### config.mk
export PLATFORM = sky130hd
export DESIGN_NAME = text_console_cursor_engine_core
export DESIGN_NICKNAME = d
export VERILOG_FILES = /design/src/design/tcce_pkg.sv /design/src/design/text_console_cursor_engine_core.sv /design/src/design/tcce_csr.sv
export SDC_FILE = /design/constraint.sdc
export NUM_CORES = 1
export LEC_CHECK = 0
export ABC_AREA = 1
export BUFFER_PORTS_ARGS = -buffer_cell sky130_fd_sc_hd__clkbuf_2
export CORE_AREA = 2 2 181 183
export DETAILED_ROUTE_END_ITERATION = 7
export DIE_AREA = 0 0 183 185
export PLACE_DENSITY_LB_ADDON = 0.25
export SKIP_LAST_GASP = 1
export SYNTH_ARGS = -nofsm -noshare
export SYNTH_HDL_FRONTEND = slang
export SYNTH_HIERARCHICAL = 1
export SYNTH_SLANG_ARGS = --single-unit
### constraint.sdc
create_clock -name clock -period 9.3 [get_ports clock]
set_input_delay 2.79 -clock clock [delete_from_list [all_inputs] [get_ports clock]]
set_output_delay 2.79 -clock clock [all_outputs]
set_load 0.02 [all_outputs]
### src/design/tcce_pkg.sv
`timescale 1ns / 1ps
package tcce_pkg;

   // fixed field widths
   localparam int CHAR_W      = 8;
   localparam int COLUMNS_W   = 8;
   localparam int ROWS_W      = 7;
   localparam int COLOR_W     = 24;
   localparam int PIXEL_X_W   = 10;
   localparam int PIXEL_Y_W   = 9;
   localparam int CSR_INDEX_W = 3;
   localparam int RSP_DATA_W  = 80;
   localparam int RSP_PAD_W   = RSP_DATA_W - (PIXEL_X_W + PIXEL_Y_W + CHAR_W + 2 * COLOR_W);

   // glyph cell size as a shift
   localparam int GLYPH_SHIFT = 3;

   // character codes
   localparam logic [CHAR_W-1:0] CH_BS        = 8'd8;
   localparam logic [CHAR_W-1:0] CH_LF        = 8'd10;
   localparam logic [CHAR_W-1:0] CH_FF        = 8'd12;
   localparam logic [CHAR_W-1:0] CH_CR        = 8'd13;
   localparam logic [CHAR_W-1:0] GLYPH_SPACE  = 8'd32;
   localparam logic [CHAR_W-1:0] GLYPH_CURSOR = 8'd95;
   localparam logic [CHAR_W-1:0] GLYPH_NONE   = 8'd0;

   // prompt length and position counter
   localparam int PROMPT_LEN = 5;
   localparam logic [2:0] PROMPT_LAST = 3'd4;
   localparam logic [1:0] SUB_SPACE   = 2'd0;
   localparam logic [1:0] SUB_GLYPH   = 2'd1;
   localparam logic [1:0] SUB_CURSOR  = 2'd2;

   // input kinds and output commands
   localparam logic ACT_CHAR  = 1'b0;
   localparam logic ACT_BLINK = 1'b1;
   localparam logic CMD_DRAW  = 1'b0;
   localparam logic CMD_CLEAR = 1'b1;

   // register indexes
   localparam logic [CSR_INDEX_W-1:0] CSR_COLUMNS = 3'd0;
   localparam logic [CSR_INDEX_W-1:0] CSR_ROWS    = 3'd1;
   localparam logic [CSR_INDEX_W-1:0] CSR_PROMPT  = 3'd2;
   localparam logic [CSR_INDEX_W-1:0] CSR_FG      = 3'd3;
   localparam logic [CSR_INDEX_W-1:0] CSR_BG      = 3'd4;

   typedef struct packed {
      logic [COLUMNS_W-1:0] columns;
      logic [ROWS_W-1:0]    rows;
      logic                 prompt_mode;
      logic [COLOR_W-1:0]   fg_color;
      logic [COLOR_W-1:0]   bg_color;
   } csr_type;

   localparam csr_type CSR_RESET = '{
      columns:     8'd80,
      rows:        7'd25,
      prompt_mode: 1'b0,
      fg_color:    24'hFF0000,
      bg_color:    24'h000000
   };

   // steps of one item
   typedef enum logic [2:0] {
      ST_ERASE,
      ST_HEAD_CLEAR,
      ST_GLYPH,
      ST_PROMPT,
      ST_FINISH
   } step_type;

   // prompt text "|#|> "
   function automatic logic [CHAR_W-1:0] prompt_glyph(input logic [2:0] idx);
      logic [CHAR_W-1:0] g;
      case (idx)
         3'd0:    g = 8'd124;
         3'd1:    g = 8'd35;
         3'd2:    g = 8'd124;
         3'd3:    g = 8'd62;
         default: g = 8'd32;
      endcase
      return g;
   endfunction

endpackage

### src/design/text_console_cursor_engine_core.sv
`timescale 1ns / 1ps
// channel  dir  handshake               payload
// req      in   req_tvalid/req_tready   tdata: char_code; tuser: action
// rsp      out  rsp_tvalid/rsp_tready   tdata: pixel_x..draw_bg; tuser: command; tlast: last
// csr      in   csr_valid/csr_ready     csr_index, csr_data
//
// one result word leaves per cycle, unless rsp stalls, through a single output register;
// an item emits one result word per step: blink 1, plain char 3 or 4, backspace 2 or 3,
// new line or form feed 2 to 3, and up to 18 with the prompt printed.
// the next item is taken in the cycle its predecessor emits its last word.
// reset (synchronous) homes the cursor, clears blink and loads register defaults.
// a stalled rsp side holds the output register and pauses the step sequencer.
module text_console_cursor_engine_core #(
   parameter int MAX_COLS = 128,
   parameter int MAX_ROWS = 64
) (
   input  logic                                 clock,
   input  logic                                 reset,
   input  logic                                 req_tvalid,
   output logic                                 req_tready,
   input  logic [tcce_pkg::CHAR_W-1:0]          req_tdata,   // char_code
   input  logic                                 req_tuser,   // action
   output logic                                 rsp_tvalid,
   input  logic                                 rsp_tready,
   // pixel_x, pixel_y, glyph, draw_fg, draw_bg, zero pad
   output logic [tcce_pkg::RSP_DATA_W-1:0]      rsp_tdata,
   output logic                                 rsp_tuser,   // command
   output logic                                 rsp_tlast,
   input  logic                                 csr_valid,
   output logic                                 csr_ready,
   input  logic [tcce_pkg::CSR_INDEX_W-1:0]     csr_index,
   input  logic [tcce_pkg::COLOR_W-1:0]         csr_data
);
   import tcce_pkg::*;

   localparam int COL_W  = $clog2(MAX_COLS + 1);
   localparam int ROW_W  = $clog2(MAX_ROWS + 1);
   localparam int PX_W   = COL_W + GLYPH_SHIFT;
   localparam int PY_W   = ROW_W + GLYPH_SHIFT;
   localparam int CCMP_W = COLUMNS_W + 2;
   localparam int RCMP_W = ROWS_W + 2;

   csr_type csr;

   // configuration registers
   assign csr_ready = 1'b1;

   tcce_csr u_csr (
      .clock    (clock),
      .reset    (reset),
      .wr_en    (csr_valid),
      .wr_index (csr_index),
      .wr_data  (csr_data),
      .regs     (csr)
   );

   // clamped screen size
   logic [CCMP_W-1:0] cols_x;
   logic [RCMP_W-1:0] rows_x;
   logic [COL_W-1:0]  eff_cols;
   logic [ROW_W-1:0]  eff_rows;

   always_comb begin
      cols_x = CCMP_W'(csr.columns);
      rows_x = RCMP_W'(csr.rows);
      if (cols_x < CCMP_W'(8)) begin
         eff_cols = COL_W'(8);
      end else if (cols_x > CCMP_W'(MAX_COLS)) begin
         eff_cols = COL_W'(MAX_COLS);
      end else begin
         eff_cols = COL_W'(cols_x);
      end
      if (rows_x < RCMP_W'(1)) begin
         eff_rows = ROW_W'(1);
      end else if (rows_x > RCMP_W'(MAX_ROWS)) begin
         eff_rows = ROW_W'(MAX_ROWS);
      end else begin
         eff_rows = ROW_W'(rows_x);
      end
   end

   // item and cursor state
   logic              item_valid_ff, item_valid_in;
   logic              act_ff, act_in;
   logic [CHAR_W-1:0] char_ff, char_in;
   step_type          step_ff, step_in;
   logic [2:0]        pidx_ff, pidx_in;
   logic [1:0]        psub_ff, psub_in;
   logic [COL_W-1:0]  col_ff, col_in;
   logic [ROW_W-1:0]  row_ff, row_in;
   logic              blink_ff, blink_in;

   // output register
   logic               rsp_valid_ff, rsp_valid_in;
   logic               rsp_cmd_ff, rsp_cmd_in;
   logic [PIXEL_X_W-1:0] rsp_px_ff, rsp_px_in;
   logic [PIXEL_Y_W-1:0] rsp_py_ff, rsp_py_in;
   logic [CHAR_W-1:0]  rsp_glyph_ff, rsp_glyph_in;
   logic [COLOR_W-1:0] rsp_fg_ff, rsp_fg_in;
   logic [COLOR_W-1:0] rsp_bg_ff, rsp_bg_in;
   logic               rsp_last_ff, rsp_last_in;

   logic               out_free;
   logic               fire;
   logic               accept;
   logic               em_cmd;
   logic [COL_W-1:0]   em_col;
   logic [ROW_W-1:0]   em_row;
   logic [CHAR_W-1:0]  em_glyph;
   logic [COLOR_W-1:0] em_fg;
   logic               em_last;
   logic [COL_W-1:0]   col_inc;
   logic [ROW_W-1:0]   row_inc;
   logic               wrap;
   logic [COL_W-1:0]   fin_col;
   logic [ROW_W-1:0]   fin_row;
   logic [PX_W-1:0]    px_wide;
   logic [PY_W-1:0]    py_wide;

   assign out_free   = !rsp_valid_ff || rsp_tready;
   assign fire       = item_valid_ff && out_free;
   assign req_tready = !item_valid_ff || (fire && em_last);
   assign accept     = req_tvalid && req_tready;

   assign col_inc = col_ff + COL_W'(1);
   assign row_inc = row_ff + ROW_W'(1);
   assign wrap    = col_ff >= eff_cols;
   assign fin_col = wrap ? '0 : col_ff;
   assign fin_row = wrap ? row_inc : row_ff;

   // step sequencer: one result word per step
   always_comb begin
      item_valid_in = item_valid_ff;
      act_in        = act_ff;
      char_in       = char_ff;
      step_in       = step_ff;
      pidx_in       = pidx_ff;
      psub_in       = psub_ff;
      col_in        = col_ff;
      row_in        = row_ff;
      blink_in      = blink_ff;
      em_cmd        = CMD_DRAW;
      em_col        = col_ff;
      em_row        = row_ff;
      em_glyph      = GLYPH_SPACE;
      em_fg         = csr.fg_color;
      em_last       = 1'b0;

      unique case (step_ff)
         ST_ERASE: begin
            pidx_in = '0;
            psub_in = SUB_SPACE;
            if (act_ff == ACT_BLINK) begin
               em_glyph = GLYPH_CURSOR;
               em_fg    = blink_ff ? csr.fg_color : csr.bg_color;
               em_last  = 1'b1;
               blink_in = ~blink_ff;
            end else begin
               case (char_ff) inside
                  CH_CR, CH_LF: begin
                     col_in = '0;
                     if (row_inc >= eff_rows) begin
                        step_in = ST_HEAD_CLEAR;
                     end else begin
                        row_in  = row_inc;
                        step_in = csr.prompt_mode ? ST_PROMPT : ST_FINISH;
                     end
                  end
                  CH_FF: begin
                     step_in = ST_HEAD_CLEAR;
                  end
                  CH_BS: begin
                     if (!csr.prompt_mode || col_ff > COL_W'(PROMPT_LEN)) begin
                        if (col_ff != '0) begin
                           col_in = col_ff - COL_W'(1);
                        end else if (row_ff != '0) begin
                           col_in = eff_cols - COL_W'(1);
                           row_in = row_ff - ROW_W'(1);
                        end
                     end
                     step_in = ST_FINISH;
                  end
                  default: begin
                     step_in = ST_GLYPH;
                  end
               endcase
            end
         end
         ST_HEAD_CLEAR: begin
            em_cmd   = CMD_CLEAR;
            em_col   = '0;
            em_row   = '0;
            em_glyph = GLYPH_NONE;
            em_fg    = '0;
            col_in   = '0;
            row_in   = '0;
            step_in  = csr.prompt_mode ? ST_PROMPT : ST_FINISH;
         end
         ST_GLYPH: begin
            em_glyph = char_ff;
            col_in   = col_inc;
            step_in  = ST_FINISH;
         end
         ST_PROMPT: begin
            // space, prompt glyph, then cursor one cell right
            em_col = COL_W'(pidx_ff);
            case (psub_ff)
               SUB_SPACE: begin
                  em_glyph = GLYPH_SPACE;
                  psub_in  = SUB_GLYPH;
               end
               SUB_GLYPH: begin
                  em_glyph = prompt_glyph(pidx_ff);
                  psub_in  = SUB_CURSOR;
               end
               default: begin
                  em_col   = COL_W'(pidx_ff) + COL_W'(1);
                  em_glyph = GLYPH_CURSOR;
                  psub_in  = SUB_SPACE;
                  if (pidx_ff == PROMPT_LAST) begin
                     col_in  = COL_W'(PROMPT_LEN);
                     step_in = ST_FINISH;
                  end else begin
                     pidx_in = pidx_ff + 3'd1;
                  end
               end
            endcase
         end
         ST_FINISH: begin
            if (fin_row >= eff_rows) begin
               em_cmd   = CMD_CLEAR;
               em_col   = '0;
               em_row   = '0;
               em_glyph = GLYPH_NONE;
               em_fg    = '0;
               col_in   = '0;
               row_in   = '0;
            end else begin
               em_col   = fin_col;
               em_row   = fin_row;
               em_glyph = GLYPH_CURSOR;
               em_last  = 1'b1;
               col_in   = fin_col;
               row_in   = fin_row;
            end
         end
         default: begin
            step_in = ST_ERASE;
         end
      endcase

      // hold everything while the output register is full
      if (!fire) begin
         step_in  = step_ff;
         pidx_in  = pidx_ff;
         psub_in  = psub_ff;
         col_in   = col_ff;
         row_in   = row_ff;
         blink_in = blink_ff;
      end else if (em_last) begin
         item_valid_in = 1'b0;
         step_in       = ST_ERASE;
      end

      if (accept) begin
         item_valid_in = 1'b1;
         act_in        = req_tuser;
         char_in       = req_tdata;
         step_in       = ST_ERASE;
      end
   end

   // result word
   assign px_wide = PX_W'(em_col) << GLYPH_SHIFT;
   assign py_wide = PY_W'(em_row) << GLYPH_SHIFT;

   always_comb begin
      rsp_valid_in = fire || (rsp_valid_ff && !rsp_tready);
      rsp_cmd_in   = rsp_cmd_ff;
      rsp_px_in    = rsp_px_ff;
      rsp_py_in    = rsp_py_ff;
      rsp_glyph_in = rsp_glyph_ff;
      rsp_fg_in    = rsp_fg_ff;
      rsp_bg_in    = rsp_bg_ff;
      rsp_last_in  = rsp_last_ff;
      if (fire) begin
         rsp_cmd_in   = em_cmd;
         rsp_px_in    = PIXEL_X_W'(px_wide);
         rsp_py_in    = PIXEL_Y_W'(py_wide);
         rsp_glyph_in = em_glyph;
         rsp_fg_in    = em_fg;
         rsp_bg_in    = csr.bg_color;
         rsp_last_in  = em_last;
      end
   end

   // control registers
   always_ff @(posedge clock) begin
      if (reset) begin
         item_valid_ff <= 1'b0;
         step_ff       <= ST_ERASE;
         pidx_ff       <= '0;
         psub_ff       <= SUB_SPACE;
         col_ff        <= '0;
         row_ff        <= '0;
         blink_ff      <= 1'b0;
         rsp_valid_ff  <= 1'b0;
      end else begin
         item_valid_ff <= item_valid_in;
         step_ff       <= step_in;
         pidx_ff       <= pidx_in;
         psub_ff       <= psub_in;
         col_ff        <= col_in;
         row_ff        <= row_in;
         blink_ff      <= blink_in;
         rsp_valid_ff  <= rsp_valid_in;
      end
   end

   // payload registers
   always_ff @(posedge clock) begin
      act_ff       <= act_in;
      char_ff      <= char_in;
      rsp_cmd_ff   <= rsp_cmd_in;
      rsp_px_ff    <= rsp_px_in;
      rsp_py_ff    <= rsp_py_in;
      rsp_glyph_ff <= rsp_glyph_in;
      rsp_fg_ff    <= rsp_fg_in;
      rsp_bg_ff    <= rsp_bg_in;
      rsp_last_ff  <= rsp_last_in;
   end

   assign rsp_tvalid = rsp_valid_ff;
   assign rsp_tuser  = rsp_cmd_ff;
   assign rsp_tlast  = rsp_last_ff;
   assign rsp_tdata  = {{RSP_PAD_W{1'b0}}, rsp_bg_ff, rsp_fg_ff, rsp_glyph_ff,
                        rsp_py_ff, rsp_px_ff};

`ifndef ASSERT_OFF
   // a clear word carries no position, glyph or foreground
   a_clear_fields: assert property (@(posedge clock) disable iff (reset)
      (rsp_valid_ff && rsp_cmd_ff == CMD_CLEAR) |->
      (rsp_px_ff == '0 && rsp_py_ff == '0 && rsp_glyph_ff == GLYPH_NONE && rsp_fg_ff == '0))
      else $error("clear word with nonzero draw fields");

   // a taken item always starts with the erase step
   a_accept_start: assert property (@(posedge clock) disable iff (reset)
      accept |=> (item_valid_ff && step_ff == ST_ERASE))
      else $error("accepted item did not start at erase");

   // prompt counter stays inside the five-glyph text
   a_prompt_range: assert property (@(posedge clock) disable iff (reset)
      (step_ff == ST_PROMPT) |-> (pidx_ff <= PROMPT_LAST && psub_ff <= SUB_CURSOR))
      else $error("prompt counter out of range");
`endif

endmodule

### src/design/tcce_csr.sv
`timescale 1ns / 1ps
module tcce_csr (
   input  logic                                 clock,
   input  logic                                 reset,
   input  logic                                 wr_en,
   input  logic [tcce_pkg::CSR_INDEX_W-1:0]     wr_index,
   input  logic [tcce_pkg::COLOR_W-1:0]         wr_data,
   output tcce_pkg::csr_type                    regs
);
   import tcce_pkg::*;

   csr_type regs_ff, regs_in;

   // register write decode
   always_comb begin
      regs_in = regs_ff;
      if (wr_en) begin
         unique case (wr_index)
            CSR_COLUMNS: regs_in.columns     = wr_data[COLUMNS_W-1:0];
            CSR_ROWS:    regs_in.rows        = wr_data[ROWS_W-1:0];
            CSR_PROMPT:  regs_in.prompt_mode = wr_data[0];
            CSR_FG:      regs_in.fg_color    = wr_data;
            CSR_BG:      regs_in.bg_color    = wr_data;
            default:     regs_in = regs_ff;
         endcase
      end
   end

   always_ff @(posedge clock) begin
      if (reset) begin
         regs_ff <= CSR_RESET;
      end else begin
         regs_ff <= regs_in;
      end
   end

   assign regs = regs_ff;

endmodule
; ---- Word level (Yosys, flattened, before mapping)
; Cells that the tools add are included.
; Widths: inputs -> output; s select.
[classes]
add_sub_neg = 7
order_cmp = 8
eq_ne = 32
mux = 62
bitwise_logic = 1
reduce_logical = 39
[op_table]
columns = op, count
row1 = $mux 8, 13
row2 = $mux 7, 14
row3 = $pmux 8 s5, 2
row4 = $mux 24, 3
row5 = $pmux 24 s3, 1
row6 = $pmux 7 s3, 3
row7 = $mux 3, 11
row8 = $eq 8x4->1 const B, 4
row9 = $ne 3x3->1 const B, 9
row10 = $eq 3x2->1 const B, 6
row11 = $reduce_and 9->1, 2
row12 = $sub 8x1->8 const B, 2
row13 = $pmux 3 s5, 1
row14 = $ge 7x7->1, 2
row15 = $pmux 7 s2, 1
row16 = $reduce_and 2->1, 7
row17 = $pmux 6 s2, 1
row18 = $ne 2x2->1 const B, 5
row19 = $eq 3x1->1 const B, 3
row20 = $eq 3x3->1 const B, 3
row21 = $logic_not 3->1, 3
row22 = $add 8x1->8 const B, 1
row23 = $ge 8x8->1, 1
row24 = $gt 8x3->1 const B, 1
row25 = other kinds (29), 50
[word_totals]
register_bits = 170
input_bits = 41
out_inout_bits = 85
word_cells = 171

; ---- Longest topological paths before layout
[depth]
ltp_word = 13
depth_mapped = 24
depth_no_buf = 23

; ---- By module
; Netlist, hierarchy kept.
[by_module_without_submodules]
columns = mod, instances, cells_per_inst, area_each_um2, seq_area_each_um2
row1 = text_console_cursor_engine_core, 1, 772, 6227.2, 2922.8
row2 = tcce_csr, 1, 365, 2568.7, 1281.2

; ---- Worst setup path before layout
; OpenSTA, ideal clock, no wires.
[synth_path]
path_type = in2out
from = input rsp_tready
to = output req_tready
t_arrival_ns = 4.839
required_time_ns = 6.510
path_slack_ns = 1.671
path_stages = 6
n_path_buf = 0
path_cell_list = inv_1 > nand2_1 > nand2_1 > inv_1 > nand2_1 > nand2_1
[synth_via]
elab_chain_len = 4
[synth_lines]
columns = element, line
row1 = start: declaration, text_console_cursor_engine_core.sv:24  ; input logic rsp_tready,
row2 = $logic_or 1x1->1, text_console_cursor_engine_core.sv:120  ; assign out_free = !rsp_valid_ff || rsp_tready;
row3 = $logic_and 1x1->1, text_console_cursor_engine_core.sv:121  ; assign fire = item_valid_ff && out_free;
row4 = via fire, text_console_cursor_engine_core.sv:104  ; logic fire;
row5 = $logic_and 1x1->1, text_console_cursor_engine_core.sv:122  ; assign req_tready = !item_valid_ff || (fire && em_last);
row6 = $logic_or 1x1->1, text_console_cursor_engine_core.sv:122
row7 = end: declaration, text_console_cursor_engine_core.sv:20  ; output logic req_tready,
; The timed path passes the listed nets, and every way through them passes these cells.

; ---- Final worst setup path
[layout_path]
from = register u_csr.regs_ff (netlist bit u_csr/regs[60])
to = output req_tready
[layout_via]
elab_chain_len = 10
word_cells_on_any_way = 11
classes_between = order compare: 4 / mux: 5 / reduce/logical: 2
[layout_lines]
columns = element, line
row1 = start: declaration, tcce_csr.sv:12  ; csr_type regs_ff, regs_in;
row2 = start signal: assignment, tcce_csr.sv:33  ; regs_ff <= regs_in;
row3 = $gt 8x8->1, text_console_cursor_engine_core.sv:68  ; end else if (cols_x > CCMP_W'(MAX_COLS)) begin
row4 = $mux 8, text_console_cursor_engine_core.sv:68
row5 = $mux 8 (*), text_console_cursor_engine_core.sv:66  ; if (cols_x < CCMP_W'(8)) begin
row6 = $ge 8x8->1 (*), text_console_cursor_engine_core.sv:127  ; assign wrap = col_ff >= eff_cols;
row7 = $mux 7 (*), text_console_cursor_engine_core.sv:129  ; assign fin_row = wrap ? row_inc : row_ff;
row8 = $ge 7x7->1 (*), text_console_cursor_engine_core.sv:230  ; if (fin_row >= eff_rows) begin
row9 = $mux 1 (*), text_console_cursor_engine_core.sv:230
row10 = $pmux 1 s2 (*), text_console_cursor_engine_core.sv:149  ; unique case (step_ff)
row11 = via em_last, text_console_cursor_engine_core.sv:111  ; logic em_last;
row12 = $logic_and 1x1->1 (*), text_console_cursor_engine_core.sv:122
row13 = $logic_or 1x1->1 (*), text_console_cursor_engine_core.sv:122
; The timed path passes the listed nets; every way through them passes the cells marked *.

==> summary.txt <==
Finish
  – P&R area growth vs syn: 17.0%
  – Fillers: around 3,500
  – Post-route cell area: between 10,000 and 15,000 µm²
  – ANT cells: 0
  – Fin nets: 1,311
  – Share of cells above drive strength 1: between 10% and 20%

Clock tree
  – Num CTS Buffers: 17
  – Post-CTS Resized: 0
  – TritonCTS clock tree: done
  – Hold buffers post-CTS: 0
  – Clock slew at reported path FFs: ~80 ps
  – Htree depth: 4
  – Root Driver: clkbuf_16
  – Clock Sinks: between 150 and 200
  – Post-CTS setup buffer count: 0
  – Maximum clock path buffer count: 2
  – Worst skew pair latency: about 440 ps

Timing
  – Worst-Margin Slew: around 1100 ps
  – RSZ-0062 raised after global routing: no
  – Pins Over Slew Limit: 0
  – Max Fclk: 0.135 GHz
  – Worst Skew: about 15 ps
  – Period utilization: between 70% and 80%
  – Setup violators final: 0
  – Min Tclk post-route: approximately 7400 ps
  – TNS Setup: 0 ps
  – Final Hold Viols: 0
  – Slew HR: between 20 and 30%

Setup path
  – Slowest cell on the critical path: o21ai_0
  – CP required: about 6500 ps
  – Crit-path max FO: 16
  – Max incr delay on CP: 500 ps
  – Startpoint types: flip-flop
  – Worst path most repeated cell: nand2_1
  – FF-to-FF path depth: 19
  – Crit-path cells: nor2_1 > nand3_1 > nand2_1 > inv_1 > ha_1 > a21oi_1 > o21ai_0 > nand2_1 > nand3_1 > o21ai_0 > inv_1 > ha_1 > a21oi_1 > nor2_1 > nor2_1 > nand4_2 > nand2_1 > nand2_1 > nand2_1 > clkbuf_2
  – Worst EP arrival: approximately 4600 ps
  – Crit path depth: 20
  – Crit-path leading delay family: simple AND/OR/NAND/NOR gates
  – Worst path buffer plus inverter count: 3
  – Critical setup path kind: flip-flop to output port
  – Worst setup EP type: output port

Yosys
  – Synth Cell Area: 8800 µm²
  – Most area-hungry cell type in the Yosys netlist: edfxtp_1
  – Post-synth EDFFs: 80
  – Synth cell types: 39
  – FF+latch count, synth: 170
  – Ys Warns: 6
  – Prevailing post-synth register cell: dfxtp_1
  – Synthesized area per cell: a little under 8 µm²
  – Mapped Cells: between 1,000 and 1,500
  – Synth area leaders: edfxtp_1, dfxtp_1, nand2_1, nor2_1, nand3_1
  – Asr flop ratio synth: 0%
  – Share of the synthesized area in the top cell type: between 20% and 30%
  – Sequential area share after synthesis: about 48%

Power and ir drop
  – Worst vdd ir: between 0.1 and 0.15 mV
  – Internal power: approximately 1300 µW
  – Reg power frac: between 40% and 50%
  – Sw Share: between 20 and 30%
  – Pwr dens: ~170 nW/µm²
  – Clock share of power: approximately two fifths
  – Gate power share: 11.6%
  – Lkg Pwr: 0.00471 µW
  – P_sw: 512 µW

Global route
  – Total GRT Usage: between 10% and 20%
  – First-pass GRT wire length: between 30,000 and 40,000 µm
  – Largest net degree at the start of global routing: 76
  – Antenna violations before repair: 0
  – GR Overflow Total: 0
  – Vias in the first global route: 7,261

Routing
  – Drt total wl: 24,500 µm
  – Vias per cell: between 4 and 5
  – Initial DRC Count: ~470
  – Routed vias: around 7,600
  – Residual DRC: 0
  – DRT antenna net count: 0
  – Detailed Routing Iterations Pass 1: 5
  – Routed len/inst: around 15 µm

Floorplan
  – Die ar.: 33,900 µm²
  – Starting density of the core: 27.5%
  – DIE HEIGHT: roughly 190 µm
  – Ports: roughly 130
  – Core footprint: approximately 32,000 µm²
  – Die X: 183 µm
  – Core Rows: 66

Min path
  – Worst hold path type: flip-flop to flip-flop
  – Hold Path Stages: 2

Flow run
  – Max cap viols: 0

Status
  – Outcome: finished, final reports clean

Placement
  – Port Buffers: between 100 and 150
  – Detailed Place HPWL: about 17,000 µm
  – Dpl cell area: slightly below 10,000 µm²
  – Routability cong.: ~0.85
## stage by stage
stage	instances	setup slack (ps)	util, %	power (µW)	hold WS [ps]
2_1_floorplan	1147	1670	-	1000	423
3_3_place_gp	1625	2550	30.3	1070	435
3_5_place_dp	1625	2360	30.3	1070	437
4_1_cts	1657	1850	32.1	1810	458
5_1_grt	1657	1380	32.1	1860	472
6_report	1657	1880	32.1	1780	458
## worst paths after layout
path	from	endpoint	slack, ps
worst min register to register	u_csr/regs[44]$_SDFFE_PP1P_	u_csr/regs[44]$_SDFFE_PP1P_	460
worst max-delay path	u_csr/regs[60]$_SDFFE_PP1P_	req_tready	1880
worst min-delay path	u_csr/regs[44]$_SDFFE_PP1P_	u_csr/regs[44]$_SDFFE_PP1P_	460
worst max register to register	u_csr/regs[60]$_SDFFE_PP1P_	rsp_px_ff[5]$_DFFE_PP_	4540
## layout make-up
class | instances | area [µm²] | share of cell area, %
multi-input combinational | 808 | 3920 | 38.0
tap | 408 | 510 | 4.96
clock inverter | 15 | 176 | 1.71
inverter | 120 | 452 | 4.39
sequential | 170 | 4200 | 40.8
timing repair buffer | 119 | 611 | 5.93
clock buffer | 17 | 425 | 4.13
## registers in the layout (all words and copies together), names as in the netlist
signal         count
psub_ff            2
pidx_ff            3
rsp_bg_ff         24
item_valid_ff      1
rsp_glyph_ff       8
row_ff             7
u_csr/regs        64
blink_ff           1
rsp_py_ff          6
col_ff             8
act_ff             1
rsp_fg_ff         24
rsp_tvalid         1
step_ff            3
rsp_tuser          1
char_ff            8
rsp_tlast          1
rsp_px_ff          7
## power groups by stage
stage                     clock network, µW  registers (µW)  logic [µW]
after floorplan                           0             888         114
after global placement                    0             861         208
after detailed placement                  0             862         209
after CTS                               751             845         210
after global routing                    784             849         231
final                                   732             844         207
## synth_stat cells (all sizes together), types with 3 or more instances
cell type and instances:
a21oi 42, clkbuf 18, nand4 10, clkinv 4
ha 34, nor3 8, o22ai 9, o21ai 65
edfxtp 80, xor2 8, nor2 204, nand2 263
inv 116, nand3 125, dfxtp 90, buf 31
nand3b 10, nor4 3
## worst reg2reg max path, delay by kind of cell (launching register included)
| kind | cells | cell delay [ps] |
|---|---|---|
| simple gates | 9 | 2040 |
| compound gates | 6 | 1450 |
| fa+ha+maj | 2 | 620 |
| flops | 1 | 330 |
| buf+inv | 2 | 140 |
## cell families after synthesis
family                   after synthesis  synth area share (%)
XOR/XNOR                              10                 0.996
AO/OA/AOI/OAI                        129                  7.95
flip-flops                           170                  47.8
AND/OR/NAND/NOR                      623                  30.1
buffers and inverters                169                  8.19
other                                  2                0.0854
adder cells (fa/ha/maj)               34                  4.84
## placed cells by master, fill, tap and decap left out, drive strengths merged, types with 6 or more instances in the layout
cell type,instances
xor2,8
nand3b,10
nand3,125
inv,123
buf,6
nand2,263
nand4,10
a21oi,42
clkbuf,130
dfxtp,90
o21ai,65
clkinv,11
conb,12
nor2,204
o22ai,9
nor3,8
edfxtp,80
ha,34
## per-layer routing
metal  share of wire [%]  GRT usage [%]  vias up
met5                   0              0        -
met4                 1.8           5.41        0
met3                 4.6           3.28       22
met2                  49           24.6      175
met1                  45           18.3     3539
li1                    -              -     3900
(Power assumes the default switching activity.)
